===== config.mk =====
export PLATFORM = sky130hd
export DESIGN_NAME = aipd_round
export DESIGN_NICKNAME = d
export VERILOG_FILES = /design/src/rtl/aipd_pkg.sv /design/src/rtl/aipd_round.sv
export SDC_FILE = /design/constraint.sdc
export NUM_CORES = 2
export LEC_CHECK = 0
export ABC_AREA = 1
export BUFFER_PORTS_ARGS = -buffer_cell sky130_fd_sc_hd__buf_2
export CAP_MARGIN = 40
export CELL_PAD_IN_SITES_DETAIL_PLACEMENT = 0
export CELL_PAD_IN_SITES_GLOBAL_PLACEMENT = 2
export CORE_AREA = 8 8 502 504
export CTS_BUF_LIST = sky130_fd_sc_hd__clkbuf_4
export CTS_CLUSTER_SIZE = 28
export DETAILED_ROUTE_END_ITERATION = 10
export DIE_AREA = 0 0 510 512
export HOLD_SLACK_MARGIN = 0.05
export PLACE_DENSITY = 0.83
export SLEW_MARGIN = 20
export SYNTH_ARGS = -nofsm -noshare
export SYNTH_HDL_FRONTEND = slang
export SYNTH_SLANG_ARGS = --single-unit

===== constraint.sdc =====
create_clock -name clk -period 55.4 [get_ports clk]
set_clock_uncertainty 0.05 [all_clocks]
set_input_delay 11.08 -clock clk [delete_from_list [all_inputs] [get_ports clk]]
set_output_delay 11.08 -clock clk [all_outputs]
set_load 0.05 [all_outputs]

===== src/rtl/aipd_pkg.sv =====
`timescale 1ns / 1ps
`default_nettype none
// ----------------------------------------------------------------------------
// aipd_pkg
// types, constants and round function shared by the pair difference pipeline
// ----------------------------------------------------------------------------
package aipd_pkg;

  localparam int WORD_W = 64;
  localparam int RND_W  = 4;   // holds any round count up to twelve
  localparam int RC_N   = 12;

  typedef logic [WORD_W-1:0] word_t;
  typedef word_t [4:0]       state_t;

  typedef struct packed {
    state_t a;
    state_t b;
  } pair_t;

  typedef enum logic [1:0] {
    REG_KEY_HIGH    = 2'd0,
    REG_KEY_LOW     = 2'd1,
    REG_ROUND_COUNT = 2'd2
  } reg_idx_t;

  localparam logic [2:0]  ROUND_COUNT_RST = 3'd5;
  localparam word_t       ASCON_IV        = 64'h8040_0c06_0000_0000;

  localparam logic [7:0] RC_TABLE [RC_N] = '{
    8'hf0, 8'he1, 8'hd2, 8'hc3, 8'hb4, 8'ha5,
    8'h96, 8'h87, 8'h78, 8'h69, 8'h5a, 8'h4b
  };

  // bit n of a 128-bit value, numbered from the msb of the high word
  function automatic logic bit_at(input word_t hi, input word_t lo, input logic [6:0] n);
    logic [5:0] pos;
    pos = ~n[5:0];
    return n[6] ? lo[pos] : hi[pos];
  endfunction

  function automatic word_t rot_r(input word_t x, input int unsigned n);
    return (x >> n) | (x << (WORD_W - n));
  endfunction

  // one ascon round; lin selects the linear diffusion layer
  function automatic state_t ascon_round(input state_t s, input logic [7:0] rc,
                                         input logic lin);
    state_t w;
    state_t t;
    state_t r;
    w = s;
    w[2] = w[2] ^ {56'd0, rc};
    w[0] = w[0] ^ w[4];
    w[4] = w[4] ^ w[3];
    w[2] = w[2] ^ w[1];
    t[0] = w[0] ^ (~w[1] & w[2]);
    t[1] = w[1] ^ (~w[2] & w[3]);
    t[2] = w[2] ^ (~w[3] & w[4]);
    t[3] = w[3] ^ (~w[4] & w[0]);
    t[4] = w[4] ^ (~w[0] & w[1]);
    t[1] = t[1] ^ t[0];
    t[0] = t[0] ^ t[4];
    t[3] = t[3] ^ t[2];
    t[2] = ~t[2];
    if (lin) begin
      r[0] = t[0] ^ rot_r(t[0], 19) ^ rot_r(t[0], 28);
      r[1] = t[1] ^ rot_r(t[1], 61) ^ rot_r(t[1], 39);
      r[2] = t[2] ^ rot_r(t[2], 1)  ^ rot_r(t[2], 6);
      r[3] = t[3] ^ rot_r(t[3], 10) ^ rot_r(t[3], 17);
      r[4] = t[4] ^ rot_r(t[4], 7)  ^ rot_r(t[4], 41);
    end else begin
      r = t;
    end
    return r;
  endfunction

endpackage
`default_nettype wire


===== src/rtl/aipd_round.sv =====
`timescale 1ns / 1ps
`default_nettype none
// ----------------------------------------------------------------------------
// aipd_round
// one round stage for both states of the pair
// ----------------------------------------------------------------------------
module aipd_round #(
  parameter int IDX = 0
) (
  input  wire logic                       clk,
  input  wire logic                       rst_n,
  input  wire logic [aipd_pkg::RND_W-1:0] rounds,
  input  wire logic                       in_vld,
  output logic                            in_rdy,
  input  wire aipd_pkg::pair_t            in_pair,
  output logic                            out_vld,
  input  wire logic                       out_rdy,
  output aipd_pkg::pair_t                 out_pair
);
  import aipd_pkg::*;

  localparam logic [RND_W-1:0] IDX_V  = RND_W'(IDX);
  localparam logic [RND_W-1:0] NEXT_V = RND_W'(IDX + 1);
  localparam logic [7:0]       RC     = RC_TABLE[IDX];

  logic  vld_r;
  logic  load;
  logic  active;
  logic  lin;
  pair_t pair_r;
  pair_t pair_nxt;

  assign active = IDX_V < rounds;
  assign lin    = NEXT_V < rounds;

  always_comb begin
    if (active) begin
      pair_nxt.a = ascon_round(in_pair.a, RC, lin);
      pair_nxt.b = ascon_round(in_pair.b, RC, lin);
    end else begin
      pair_nxt = in_pair;
    end
  end

  assign load     = !vld_r || out_rdy;
  assign in_rdy   = load;
  assign out_vld  = vld_r;
  assign out_pair = pair_r;

  always_ff @(posedge clk) begin
    if (!rst_n) begin
      vld_r <= 1'b0;
    end else if (load) begin
      vld_r <= in_vld;
    end
  end

  always_ff @(posedge clk) begin
    if (load && in_vld) begin
      pair_r <= pair_nxt;
    end
  end

endmodule
`default_nettype wire

# After elaboration in Yosys (flattened, before gate mapping)
# Cells that the tools add are included.
# totals
regBits	641
in_bits	648
# op_classes
n_mux	3
bitwise_logic	86
magnitude_cmp	2
reduce_logical	3
# ops
op	count
64-bit XOR	42
64-bit inverter	12
64-bit bitwise AND	10
320-bit 2-to-1 mux	2
640-bit 2-to-1 mux	1
23-bit by 64-bit bitwise OR with 64-bit output	2
25-bit by 64-bit bitwise OR with 64-bit output	2
3-bit by 64-bit bitwise OR with 64-bit output	2
36-bit by 64-bit bitwise OR with 64-bit output	2
45-bit by 64-bit bitwise OR with 64-bit output	2
47-bit by 64-bit bitwise OR with 64-bit output	2
54-bit by 64-bit bitwise OR with 64-bit output	2
57-bit by 64-bit bitwise OR with 64-bit output	2
58-bit by 64-bit bitwise OR with 64-bit output	2
63-bit by 64-bit bitwise OR with 64-bit output	2
1-bit by 4-bit < comparator with 1-bit output (first input constant)	2
4-bit inverter	2
1-bit logical AND	1
1-bit zero test	1
1-bit logical OR	1

# Logic depth before layout (Yosys ltp)
# logic_depth
word_depth	11
mapped_depth	14

# Worst setup path before layout
# No wires, ideal clock.
# synth_path
path_type	input -> register
from	in in_vld
to	reg pair_r, in the netlist out_pair[0] (enable)
setup_time_ps	1857
arrival_ps	41727
n_path_buf	0
t_required_ps	53493
setup_slack_ps	11767
path_stages	2
path_cell_list	inv_1 -> a21oi_1
# synth_between
elab_chain_cells	1
# synth_lines
item	line	source
start: declaration	aipd_round.sv:13	input wire logic in_vld,
1-bit logical AND	aipd_round.sv:59	if (load && in_vld) begin
end signal: assignment	aipd_round.sv:60	pair_r <= pair_nxt;
end: declaration	aipd_round.sv:30	pair_t pair_r;
# Every way passes these cells.
# A chain may end at the register's enable or synchronous reset.

# Final worst setup path
# layout_path
from	in out_rdy
to	out in_rdy
# layout_between
elab_chain_cells	1
# layout_lines
item	line	source
start: declaration	aipd_round.sv:17	input wire logic out_rdy,
1-bit logical OR	aipd_round.sv:45	assign load = !vld_r || out_rdy;
end: declaration	aipd_round.sv:14	output logic in_rdy,
# Every way passes these cells.

==> metrics.log <==
INFO  metric outcome = complete, no violations
INFO  metric report.final.setup_viol = 0
INFO  metric detail_route.first_pass.iterations = 8
INFO  metric die_y = slightly above 500 µm
INFO  metric synth.most_common_cell = sky130_fd_sc_hd__nand2_1
INFO  metric clock_tree.htree_level_count = 4
INFO  metric synth_sequential_area_ratio = between 20% and 30%
INFO  metric synth_area = 0.0667 mm²
INFO  metric cts_buffers = ~210
INFO  metric rrSetupSlack = a little over 50,000 ps
INFO  metric end_kind = output port
INFO  metric irDropWorstVdd = roughly 0.000019 V
INFO  metric post_layout_instance_area = 0.0825 mm²
INFO  metric layout_min_cycle_time = between 20,000 and 25,000 ps
INFO  metric first_global_vias = ~76,000
INFO  metric yosys_register_bits = about 640
INFO  metric p_leak = 43.4 nW
INFO  metric critical_path.startpoint_type = primary input
INFO  metric final-seq-area = approximately 0.019 mm²
INFO  metric layout-drive-gt1-share = 16.7%
INFO  metric rsz0062_at_grt = no
INFO  metric cts_hold_repair.buffers = 0
INFO  metric design.die.area = approximately 0.26 mm²
INFO  metric floorplan.core_area = roughly 0.24 mm²
INFO  metric timing_worst_setup_path_type = in -> out
INFO  metric grt_overflow = 0
INFO  metric clk_lat_worst_skew = 1360 ps
INFO  metric via_per_inst = slightly below 6
INFO  metric multiInputGateArea = around 0.042 mm²
INFO  metric dp_slack = about 33,000 ps
INFO  metric timing.critical_path.arrival = 11,580 ps
INFO  metric grt_first_pass_wirelength = approximately 770,000 µm
INFO  metric total_drc_errors_in_the_routed_layout = 0
INFO  metric synthArstFlopShare = 0%
INFO  metric cell_type_contributing_the_most_total_cell_area_after_synthesis = sky130_fd_sc_hd__edfxtp_1
INFO  metric cts_resized = 0
INFO  metric post_synth.cell_area_avg = approximately 6.4 µm²
INFO  metric rows = about 180
INFO  metric finalNetCount = about 13,000
INFO  metric max_slew_margin = 28.1%
INFO  metric worst_ep_required_time = around 44,000 ps
INFO  metric antenna_left = 0
INFO  metric initial_antenna_violation_count = 249
INFO  metric final.fill_count = 27,100
INFO  metric hold_path.startpoint = out_vld
INFO  metric yosys-top-cells-count = sky130_fd_sc_hd__nand2_1 (4,609), sky130_fd_sc_hd__inv_1 (1,238), sky130_fd_sc_hd__nand3_1 (1,106)
INFO  metric dpl_cell_area = ~0.079 mm²
INFO  metric crit-reg2reg-launch = out_vld
INFO  metric initial_standard_cell_utilization_of_the_core = between 20% and 30%
INFO  metric place.gp.congestion = between 1 and 1.5
INFO  metric synth_enable_flop_cells = between 600 and 700
INFO  metric yosys.cell_types.count = 30
INFO  metric timing.critical_path.fanout_max = 2
INFO  metric cts_tree = built
INFO  metric commonest_register_cell_after_synthesis = sky130_fd_sc_hd__edfxtp_1
INFO  metric final_core_area_utilization = about a third
INFO  metric buffer_ports.inserted = between 1,000 and 1,500
INFO  metric synth_cells = ~10,000
INFO  metric clk_pin_slew = approximately 60 ps
INFO  metric worstHoldEndpoint = out_vld
INFO  metric maximum_number_of_pins_on_one_net_before_global_route_repair = between 150 and 200
INFO  metric post-cts-setup-buffers = 0
INFO  metric routed_via_count = approximately 89,000
INFO  metric worst_r2r_path_depth = 6
INFO  metric synthesis.yosys.warnings = 0
INFO  metric clk_path_buf_depth = 3
INFO  metric fin_ws = ~33,000 ps
INFO  metric grtUsageTotal = around 45%
INFO  metric synth_nets = between 10,000 and 15,000
INFO  metric cts.root.buffer_cell = sky130_fd_sc_hd__clkbuf_4
INFO  metric fp.dieW = 510 µm
INFO  metric share_of_yosys_cell_area_claimed_by_the_top_area_cell_type = 28.8%
INFO  metric hpwl = 530,000 µm
INFO  metric total_power = 3.14 mW
INFO  metric dr.first_iter.drc_count = between 15,000 and 20,000
INFO  metric timing.final.hold_violations = 0
INFO  metric final-max-slew-violation-count = 0
INFO  metric drt-total-wl = 618,000 µm
INFO  metric avg_wl_per_cell = around 40 µm
INFO  metric min_period_over_period = 41.0%
INFO  metric clkSinkCount = 641
INFO  metric hold_class = reg -> reg
INFO  metric max_cap_viol_count = 0
INFO  metric synthTopCellsByArea = sky130_fd_sc_hd__edfxtp_1 (29%), sky130_fd_sc_hd__nand2_1 (26%), sky130_fd_sc_hd__nand3_1 (8.3%)
INFO  metric worstMarginPinSlew = roughly 1100 ps
INFO  metric design.portCount = about 1,300
INFO  metric worst_r2r_endpoint = out_pair[622]
INFO  metric area_delta_synth_final = 23.6%
INFO  metric whs_path_depth = 2
INFO  metric maxClockFrequency = ~0.044 GHz
INFO  metric finalSetupTns = 0 ps
INFO  metric power_per_cell_area = about 38 mW/mm²
==> logic make-up (layout without fill, tap and decap cells) <==
group           count (synthesis)  count (layout)  synth area share [%]
other cells                     0             113                     0
fa+ha+maj                     256             256                  4.80
simple gates                 6206            6206                  38.1
compound gates               1018            1018                  8.97
xor+xnor                      797             797                  10.8
buf+inv                      1480            3214                  8.46
flops                         641             641                  28.8
==> routing by layer <==
layer  share of wire [%]  track usage (%)
met2                  37             57.8
met1                  42             64.1
met4                 5.9             22.9
met3                  14             15.7
met5                0.10                0
==> stage by stage <==
step	std cells	hold slack, ps
floorplan	10400	1060
global placement	14800	506
detailed placement	15000	494
CTS	15300	502
global route	15400	555
finish	15500	503
==> sequential cells by signal, indices dropped and copies added, names as in the netlist <==
signal	flops
out_pair	640
out_vld	1
==> final cells by class <==
class                           instances  area share [%]
Antenna cell                          113           0.343
Clock buffer                          270            2.46
Clock inverter                         97           0.769
Inverter                             1241            5.67
Multi-Input combinational cell       8277            51.3
Sequential cell                       641            23.3
Tap cell                             3220            4.88
Timing Repair Buffer                 1606            11.3
==> cell usage in the layout (no fill, tap or decap), types with 15 or more instances in the layout <==
cell type                  netlist  layout
sky130_fd_sc_hd__a21boi_0       31      20
sky130_fd_sc_hd__a21oi_1       126     124
sky130_fd_sc_hd__buf_2          66    1317
sky130_fd_sc_hd__buf_4           0     221
sky130_fd_sc_hd__buf_6           1      19
sky130_fd_sc_hd__buf_8           0      27
sky130_fd_sc_hd__clkbuf_4        0     275
sky130_fd_sc_hd__clkinv_1        0      50
sky130_fd_sc_hd__clkinv_2        0      32
sky130_fd_sc_hd__diode_2         0     113
sky130_fd_sc_hd__edfxtp_1      640     640
sky130_fd_sc_hd__ha_1          256     256
sky130_fd_sc_hd__inv_1        1238    1238
sky130_fd_sc_hd__nand2_1      4609    4608
sky130_fd_sc_hd__nand3_1      1106    1106
sky130_fd_sc_hd__nand3b_1       54      54
sky130_fd_sc_hd__nand4_1       222     222
sky130_fd_sc_hd__nor2_1        213     213
sky130_fd_sc_hd__o211ai_1       71      71
sky130_fd_sc_hd__o21ai_0       448     429
sky130_fd_sc_hd__o21ai_1         1      17
sky130_fd_sc_hd__o21bai_1       77      77
sky130_fd_sc_hd__o221ai_1       44      44
sky130_fd_sc_hd__o22ai_1       214     214
sky130_fd_sc_hd__xnor2_1       300     261
sky130_fd_sc_hd__xnor2_2        30      67
sky130_fd_sc_hd__xor2_1        466     452
sky130_fd_sc_hd__xor2_2          1      15
==> how the worst max path moves through the flow <==
stage               slack, ps  startpoint          end
finish                  32690     out_rdy       in_rdy
global route            32650     out_rdy       in_rdy
CTS                     32700     out_rdy       in_rdy
detailed placement      32700     out_rdy       in_rdy
global placement        32680     out_rdy       in_rdy
floorplan               11770      in_vld  out_pair[0]
==> worst max-delay path, cell delays in order <==
cell	delay, ps
sky130_fd_sc_hd__buf_2	90
sky130_fd_sc_hd__inv_1	110
sky130_fd_sc_hd__nand2_1	80
sky130_fd_sc_hd__buf_2	220
==> report_power, final <==
part           internal, mW  switching, mW  total [mW]  leakage, nW
registers             0.673         0.0789       0.752         6.21
logic                 0.410           1.43        1.84         35.6
clock network         0.262          0.284       0.547         1.58
total                  1.35           1.80        3.14         43.4
No activity file was read; power rests on OpenSTA's default activity.
