**src/rtl/aipd_pkg.sv**
```systemverilog
`timescale 1ns / 1ps
`default_nettype none
// ----------------------------------------------------------------------------
// aipd_pkg
// types, constants and round function shared by the pair difference pipeline
// ----------------------------------------------------------------------------
package aipd_pkg;

  localparam int WORD_W = 64;
  localparam int RND_W  = 4;   // holds any round count up to twelve
  localparam int RC_N   = 12;

  typedef logic [WORD_W-1:0] word_t;
  typedef word_t [4:0]       state_t;

  typedef struct packed {
    state_t a;
    state_t b;
  } pair_t;

  typedef enum logic [1:0] {
    REG_KEY_HIGH    = 2'd0,
    REG_KEY_LOW     = 2'd1,
    REG_ROUND_COUNT = 2'd2
  } reg_idx_t;

  localparam logic [2:0]  ROUND_COUNT_RST = 3'd5;
  localparam word_t       ASCON_IV        = 64'h8040_0c06_0000_0000;

  localparam logic [7:0] RC_TABLE [RC_N] = '{
    8'hf0, 8'he1, 8'hd2, 8'hc3, 8'hb4, 8'ha5,
    8'h96, 8'h87, 8'h78, 8'h69, 8'h5a, 8'h4b
  };

  // bit n of a 128-bit value, numbered from the msb of the high word
  function automatic logic bit_at(input word_t hi, input word_t lo, input logic [6:0] n);
    logic [5:0] pos;
    pos = ~n[5:0];
    return n[6] ? lo[pos] : hi[pos];
  endfunction

  function automatic word_t rot_r(input word_t x, input int unsigned n);
    return (x >> n) | (x << (WORD_W - n));
  endfunction

  // one ascon round; lin selects the linear diffusion layer
  function automatic state_t ascon_round(input state_t s, input logic [7:0] rc,
                                         input logic lin);
    state_t w;
    state_t t;
    state_t r;
    w = s;
    w[2] = w[2] ^ {56'd0, rc};
    w[0] = w[0] ^ w[4];
    w[4] = w[4] ^ w[3];
    w[2] = w[2] ^ w[1];
    t[0] = w[0] ^ (~w[1] & w[2]);
    t[1] = w[1] ^ (~w[2] & w[3]);
    t[2] = w[2] ^ (~w[3] & w[4]);
    t[3] = w[3] ^ (~w[4] & w[0]);
    t[4] = w[4] ^ (~w[0] & w[1]);
    t[1] = t[1] ^ t[0];
    t[0] = t[0] ^ t[4];
    t[3] = t[3] ^ t[2];
    t[2] = ~t[2];
    if (lin) begin
      r[0] = t[0] ^ rot_r(t[0], 19) ^ rot_r(t[0], 28);
      r[1] = t[1] ^ rot_r(t[1], 61) ^ rot_r(t[1], 39);
      r[2] = t[2] ^ rot_r(t[2], 1)  ^ rot_r(t[2], 6);
      r[3] = t[3] ^ rot_r(t[3], 10) ^ rot_r(t[3], 17);
      r[4] = t[4] ^ rot_r(t[4], 7)  ^ rot_r(t[4], 41);
    end else begin
      r = t;
    end
    return r;
  endfunction

endpackage
`default_nettype wire

```
**src/rtl/aipd_cond.sv**
```systemverilog
`timescale 1ns / 1ps
`default_nettype none
// ----------------------------------------------------------------------------
// aipd_cond
// nonce conditioning stage: builds the initial state pair
// ----------------------------------------------------------------------------
module aipd_cond (
  input  wire logic            clk,
  input  wire logic            rst_n,
  input  wire aipd_pkg::word_t key_high,
  input  wire aipd_pkg::word_t key_low,
  input  wire logic            in_vld,
  output logic                 in_rdy,
  input  wire aipd_pkg::word_t nonce_high,
  input  wire aipd_pkg::word_t nonce_low,
  output logic                 out_vld,
  input  wire logic            out_rdy,
  output aipd_pkg::pair_t      out_pair
);
  import aipd_pkg::*;

  logic  vld_r;
  logic  load;
  pair_t pair_r;
  pair_t pair_nxt;
  word_t nh;
  word_t nl;
  logic  c2, c18, c89, c108, c117, c118;

  function automatic logic kb(input logic [6:0] n);
    return bit_at(key_high, key_low, n);
  endfunction

  function automatic logic nb(input logic [6:0] n);
    return bit_at(nonce_high, nonce_low, n);
  endfunction

  always_comb begin
    c89 = (kb(7'd3) & kb(7'd67)) ^ (kb(7'd3) & nb(7'd3)) ^ kb(7'd3)
        ^ (kb(7'd25) & kb(7'd89)) ^ (kb(7'd25) & nb(7'd25)) ^ kb(7'd25)
        ^ (kb(7'd67) & nb(7'd3)) ^ kb(7'd67) ^ (kb(7'd89) & nb(7'd25)) ^ kb(7'd89)
        ^ nb(7'd3) ^ nb(7'd25) ^ nb(7'd67) ^ 1'b1;
    c118 = (kb(7'd23) & nb(7'd87)) ^ kb(7'd23) ^ kb(7'd47) ^ kb(7'd54)
         ^ (kb(7'd57) & nb(7'd121)) ^ kb(7'd57) ^ kb(7'd111) ^ kb(7'd118)
         ^ nb(7'd23) ^ nb(7'd47) ^ nb(7'd54) ^ nb(7'd57) ^ nb(7'd87)
         ^ nb(7'd111) ^ nb(7'd121);
    c2 = kb(7'd2) ^ kb(7'd9) ^ (kb(7'd12) & nb(7'd76)) ^ kb(7'd12)
       ^ (kb(7'd19) & nb(7'd83)) ^ (kb(7'd42) & nb(7'd106)) ^ kb(7'd42)
       ^ kb(7'd66) ^ kb(7'd73) ^ kb(7'd83) ^ nb(7'd12) ^ nb(7'd42) ^ nb(7'd66)
       ^ nb(7'd76) ^ nb(7'd106);
    c108 = (kb(7'd19) & kb(7'd83)) ^ (kb(7'd19) & nb(7'd19)) ^ kb(7'd19)
         ^ (kb(7'd22) & kb(7'd86)) ^ (kb(7'd22) & nb(7'd22)) ^ kb(7'd22)
         ^ (kb(7'd44) & kb(7'd108)) ^ (kb(7'd44) & nb(7'd44)) ^ kb(7'd44)
         ^ (kb(7'd83) & nb(7'd19)) ^ kb(7'd83)
         ^ (kb(7'd86) & nb(7'd22)) ^ kb(7'd86)
         ^ (kb(7'd108) & nb(7'd44)) ^ kb(7'd108)
         ^ nb(7'd19) ^ nb(7'd22) ^ nb(7'd44) ^ nb(7'd83) ^ nb(7'd86);
    c117 = (kb(7'd28) & kb(7'd92)) ^ (kb(7'd28) & nb(7'd28)) ^ kb(7'd28)
         ^ (kb(7'd31) & kb(7'd95)) ^ (kb(7'd31) & nb(7'd31)) ^ kb(7'd31)
         ^ (kb(7'd53) & kb(7'd117)) ^ (kb(7'd53) & nb(7'd53)) ^ kb(7'd53)
         ^ (kb(7'd92) & nb(7'd28)) ^ kb(7'd92)
         ^ (kb(7'd95) & nb(7'd31)) ^ kb(7'd95)
         ^ (kb(7'd117) & nb(7'd53)) ^ kb(7'd117)
         ^ nb(7'd28) ^ nb(7'd31) ^ nb(7'd53) ^ nb(7'd92) ^ nb(7'd95);
    c18 = kb(7'd11) ^ kb(7'd18) ^ (kb(7'd21) & nb(7'd85)) ^ (kb(7'd28) & nb(7'd92))
        ^ (kb(7'd51) & nb(7'd115)) ^ kb(7'd51) ^ kb(7'd75) ^ kb(7'd82) ^ kb(7'd92)
        ^ nb(7'd11) ^ nb(7'd21) ^ nb(7'd51) ^ nb(7'd75) ^ nb(7'd82) ^ nb(7'd85)
        ^ nb(7'd115) ^ 1'b1;

    // bit n sits at hi[63-n] or lo[127-n]
    nh = nonce_high;
    nl = nonce_low;
    nh[63] = 1'b0;       // bit 0
    nl[63] = 1'b0;       // bit 64
    nh[61] = c2;
    nl[38] = c89;
    nl[19] = c108;
    nl[10] = c117;
    nl[9]  = c118;
    nh[45] = c18;

    pair_nxt.a = {nl, nh, key_low, key_high, ASCON_IV};
    pair_nxt.b = pair_nxt.a;
    pair_nxt.b[3][63] = 1'b1;
    pair_nxt.b[4][63] = 1'b1;
  end

  assign load    = !vld_r || out_rdy;
  assign in_rdy  = load;
  assign out_vld = vld_r;
  assign out_pair = pair_r;

  always_ff @(posedge clk) begin
    if (!rst_n) begin
      vld_r <= 1'b0;
    end else if (load) begin
      vld_r <= in_vld;
    end
  end

  always_ff @(posedge clk) begin
    if (load && in_vld) begin
      pair_r <= pair_nxt;
    end
  end

endmodule
`default_nettype wire

```
**config.mk**
```make
export PLATFORM = sky130hd
export DESIGN_NAME = aipd_cond
export DESIGN_NICKNAME = d
export VERILOG_FILES = /design/src/rtl/aipd_pkg.sv /design/src/rtl/aipd_cond.sv
export SDC_FILE = /design/constraint.sdc
export NUM_CORES = 1
export LEC_CHECK = 0
export ABC_AREA = 1
export BUFFER_PORTS_ARGS = -buffer_cell sky130_fd_sc_hd__buf_2
export CAP_MARGIN = 20
export CORE_AREA = 2 2 347 349
export DETAILED_ROUTE_END_ITERATION = 6
export DIE_AREA = 0 0 349 351
export PLACE_DENSITY = 0.4
export SYNTH_ARGS = -nofsm -noshare
export SYNTH_HDL_FRONTEND = slang
export SYNTH_SLANG_ARGS = --single-unit
```
**constraint.sdc**
```tcl
create_clock -name clk -period 14 [get_ports clk]
set_clock_uncertainty 0.15 [all_clocks]
set_input_delay 0.7 -clock clk [delete_from_list [all_inputs] [get_ports clk]]
set_output_delay 0.7 -clock clk [all_outputs]
set_load 0.01 [all_outputs]
```
### Word level (Yosys, flattened, before mapping)

Index checks and enable logic that the tools add are counted.

| word-level totals | value |
|---|---|
| output and inout port bits | 642 |
| register bits | 255 |

| cells by class | value |
|---|---|
| reductions and logical operators | 3 |
| bitwise gates (word level) | 127 |

Operator list:

| kind | count |
|---|---|
| bitwise XOR 1 bit | 93 |
| bitwise AND 1 bit | 32 |
| inverter 1 bit | 2 |
| logical AND 1 bit | 1 |
| logical NOT 1 bit | 1 |
| logical OR 1 bit | 1 |

### Depth between registers and ports, before layout

| logic depth | value |
|---|---|
| depth in word-level cells | 20 |
| mapped depth | 12 |

### Worst setup path after synthesis

OpenSTA, ideal clock, no wires.

| timing | value |
|---|---|
| path kind | in2reg |
| from | input port in_vld |
| to | register pair_r (netlist bit out_pair[100]) (enable) |
| buffers on the path | 0 |
| library setup time | 953 ps |
| setup slack | -20 ps |
| cell stages on the path | 2 |
| arrival time | 12917 ps |
| path through | inv_1 > a21oi_1 |

| between the ends | value |
|---|---|
| longest elaborated chain between the ends | 1 |

Ends and longest elaborated chain:

| item | RTL line | source |
|---|---|---|
| from (decl) | aipd_cond.sv:12 | `input wire logic in_vld,` |
| logical AND 1 bit | aipd_cond.sv:102 | `if (load && in_vld) begin` |
| to (signal assigned) | aipd_cond.sv:103 | `pair_r <= pair_nxt;` |
| to (decl) | aipd_cond.sv:24 | `pair_t pair_r;` |

No other way between the ends.
A chain may end at the register's enable or synchronous reset.

### Worst setup path after layout

| timing | value |
|---|---|
| from | register vld_r, in the netlist out_vld |
| to | register pair_r (netlist bit out_pair[175]) (enable) |

| between the ends | value |
|---|---|
| longest elaborated chain between the ends | 3 |

Ends and longest elaborated chain:

| item | RTL line | source |
|---|---|---|
| from (decl) | aipd_cond.sv:22 | `logic vld_r;` |
| from (signal assigned) | aipd_cond.sv:97 | `vld_r <= in_vld;` |
| logical NOT 1 bit | aipd_cond.sv:88 | `assign load = !vld_r \|\| out_rdy;` |
| logical OR 1 bit | aipd_cond.sv:88 |  |
| logical AND 1 bit | aipd_cond.sv:102 |  |

No other way between the ends.

==> reports/summary.json <==
{
  "status": "finished clean",
  "max_fanout_on_critical_path": 132,
  "dp_cells": 2915,
  "core_area_um2": 119000,
  "design.die.area_um2": 122500,
  "timing_hold_violations_final": 0,
  "achievable-frequency_mhz": 338.4,
  "timing.setup.critical_path_class": "reg -> reg",
  "io_buffers": 761,
  "min_path_cells": 1,
  "grt_pass1_wl_um": 56800,
  "routed-via-count": 7511,
  "synth_enable_flop_cells": 254,
  "pin_count": 902,
  "hold_path_sink": "out_pair[613]",
  "routed_wl_um": 46250,
  "clkLatencyLatePin_ns": 0.61,
  "synth-async-reset-ratio": 0,
  "ys_dominant_reg_cell": "edfxtp_1",
  "hold_path_startpoint": "nonce_low[37]",
  "final-instance-count-excl-fill": 2975,
  "die_h_um": 351,
  "hpwlAfterDp_um": 38880,
  "synth_largest_area_cell": "edfxtp_1",
  "synth_compound_area_frac": 0.004757,
  "power_density_nw_per_um2": 124.0,
  "timing_worst_slew_pin_value_ns": 0.9776,
  "clock-root-buffer": "clkbuf_16",
  "multi_input_area_um2": 1373,
  "yosysMostFrequentCell": "buf_4",
  "avgViaCountPerCell": 2.525,
  "sequential_cell_area_um2": 7647,
  "synthMuxAreaShare": 0,
  "worst-endpoint-arrival_ns": 3.04,
  "syn-instance-count": 859,
  "worstReg2RegStart": "out_vld",
  "first_global_vias": 6720,
  "cpMaxStageDelayCell": "buf_4",
  "setup_viol": 0,
  "crit-reg2reg-capture": "out_pair[175]",
  "area_delta_synth_final_pct": 37.45,
  "area_share_of_xor_xnor_cells_in_the_synthesized_design": 0.01816,
  "setup_repair_after_global_routing_missed_its_margin": "false",
  "post_cts_resized": 0,
  "timing_max_transition_violations_final": 0,
  "r2r_setup_slack_ns": 11.05,
  "cap_viol_max_count": 0,
  "power.ir.vdd_worst_mv": 0.08688,
  "setup_total_negative_slack_ns": 0,
  "cp_cell_sequence": "a21oi_4 -> buf_4 -> buf_12",
  "timing.critical_path.required_ns": 14.09,
  "cts_num_sinks": 255,
  "timing.final.crit_share": 0.2111,
  "detailedPlace.worstSlack_ns": 10.59,
  "cts_buffers": 31,
  "antenna_found_initial": 4,
  "number_of_synthesized_register_bits": 255,
  "place.gp.congestion": 0.8243,
  "synth.yosys.seq_area_share": 0.6608,
  "yosysWarnings": 0,
  "final_period_minus_worst_setup_slack_ns": 2.955,
  "netlist_area_pre_place_um2": 11570,
  "postCtsSetupBuffers": 0,
  "initial_core_util": 0.09723,
  "clock_tree_from_tritoncts": "done",
  "post_synth_and_or_nand_nor_area_fraction": 0.05190,
  "layout.nets": 1660,
  "routed_wirelength_normalized_by_instance_count_um": 15.55,
  "max_stage_delay_ns": 0.64,
  "commonest_cells_post_synth": "buf_4, edfxtp_1, nand2_1",
  "grt_max_degree": 133,
  "critPathLaunchType": "flop",
  "clkTransAtPathRegs_ns": 0.06,
  "synth.avg_cell_area_um2": 13.47,
  "floorplan.rows": 127,
  "die_w_um": 349,
  "number_of_hold_repair_buffers_added_at_the_cts_stage": 0,
  "drt_drc_violations_left": 0,
  "grt_overflow_total": 0,
  "post-route-util": 0.1336,
  "cts_max_path_buffers": 3,
  "cp-end-kind": "flop",
  "cts.htree.levels": 1,
  "n_fill_cell": 13460,
  "post_synth_num_cell_types": 22,
  "synth_fa_ha_area_frac": 0,
  "drt_iter0_markers": 349,
  "drt.antenna.violating_nets": 0,
  "rel_slew_slack": 0.3482,
  "all_layer_gr_usage": 0.06849,
  "fin_ws_ns": 11.05,
  "synth_top_family_by_area": "buffers and inverters",
  "r2r_cells": 3,
  "post_route_cells_drive_above_1_share": 0.5754,
  "synth_largest_type_area_fraction": 0.6591,
  "min-delay-path-class": "in -> reg",
  "power_leakage_nw": 7.060,
  "detail_route.first_pass.iterations": 4,
  "yosys-top-cells-area": "edfxtp_1, buf_4, nand2_1, inv_1, xnor2_1"
}
[report_power, final]
group / internal, mW / switching, mW
registers: 0.899 / 0.0313
clock network: 0.427 / 0.347
logic: 0.0963 / 0.172
total: 1.42 / 0.550
[worst max-delay path, delay by kind of cell (launching register included)]
kind                   cells  cell delay (ns)
buffers and inverters      2             1.12
AO/OA/AOI/OAI              1             0.56
flip-flops                 1             0.34
[how the worst max path moves through the flow]
stage	start	endpoint	slack (ns)	depth (start not counted)
6_report	out_vld	out_pair[175]	11.05	3
5_1_grt	out_vld	out_pair[175]	10.88	3
4_1_cts	out_vld	out_pair[158]	11.07	3
3_5_place_dp	out_rdy	out_pair[175]	10.59	5
3_3_place_gp	out_rdy	out_pair[175]	10.59	5
2_1_floorplan	out_rdy	out_pair[100]	5.23	2
[kinds of logic (layout without fill, tap and decap cells)]
| group | after synthesis | in the layout |
|---|---|---|
| other cells | 2 | 134 |
| flops | 255 | 255 |
| xor+xnor | 24 | 24 |
| compound gates | 10 | 10 |
| buf+inv | 427 | 863 |
| simple gates | 141 | 141 |
[flip-flops by register name, indices dropped and copies added (netlist names)]
register / count
out_pair: 254
out_vld: 1
[per-layer routing]
metal	routed length, µm	vias to the layer above	GRT usage	part of all wire
li1	-	3430	-	-
met1	17650	3556	0.07847	0.38
met2	21380	471	0.1082	0.46
met3	5801	50	0.03696	0.13
met4	1396	4	0.02314	0.030
met5	23	-	0	0.00050
[area by class of cell]
| cell class | instances | area share |
|---|---|---|
| timing repair buffer | 764 | 0.2416 |
| multi-input combinational | 307 | 0.08629 |
| antenna | 2 | 0.0003146 |
| tap | 1548 | 0.1218 |
| sequential | 255 | 0.4808 |
| clock inverter | 18 | 0.008653 |
| inverter | 41 | 0.009675 |
| clock buffer | 40 | 0.05089 |
[metrics by stage]
stage / hold WS (ns) / total power [mW] / area [µm²]
detailed placement: 0.4824 / 1.222 / 14950
floorplan: 0.4581 / 1.138 / 12060
global placement: 0.4769 / 1.224 / 14950
finish: 0.09415 / 1.972 / 15910
CTS: 0.02727 / 2.020 / 15900
global route: 0.03992 / 2.072 / 15900
[placed cells by master (no fill, tap or decap), types with 2 or more instances in the layout]
cell       count
buf_2        761
clkbuf_16     31
xnor2_1       14
nand4_1        4
nand3_1       18
buf_4          2
nand2_1       97
nand2_2        4
nand2b_1       2
clkinv_4       2
conb_1       132
o21ai_1        4
inv_2          3
diode_2        2
clkinv_2       7
nor2_2         3
o21ai_0        2
clkbuf_1       9
edfxtp_1     254
inv_1         38
xor2_1        10
clkinv_1       5
nor2_1        11
Power figures use the tool's default switching activity.
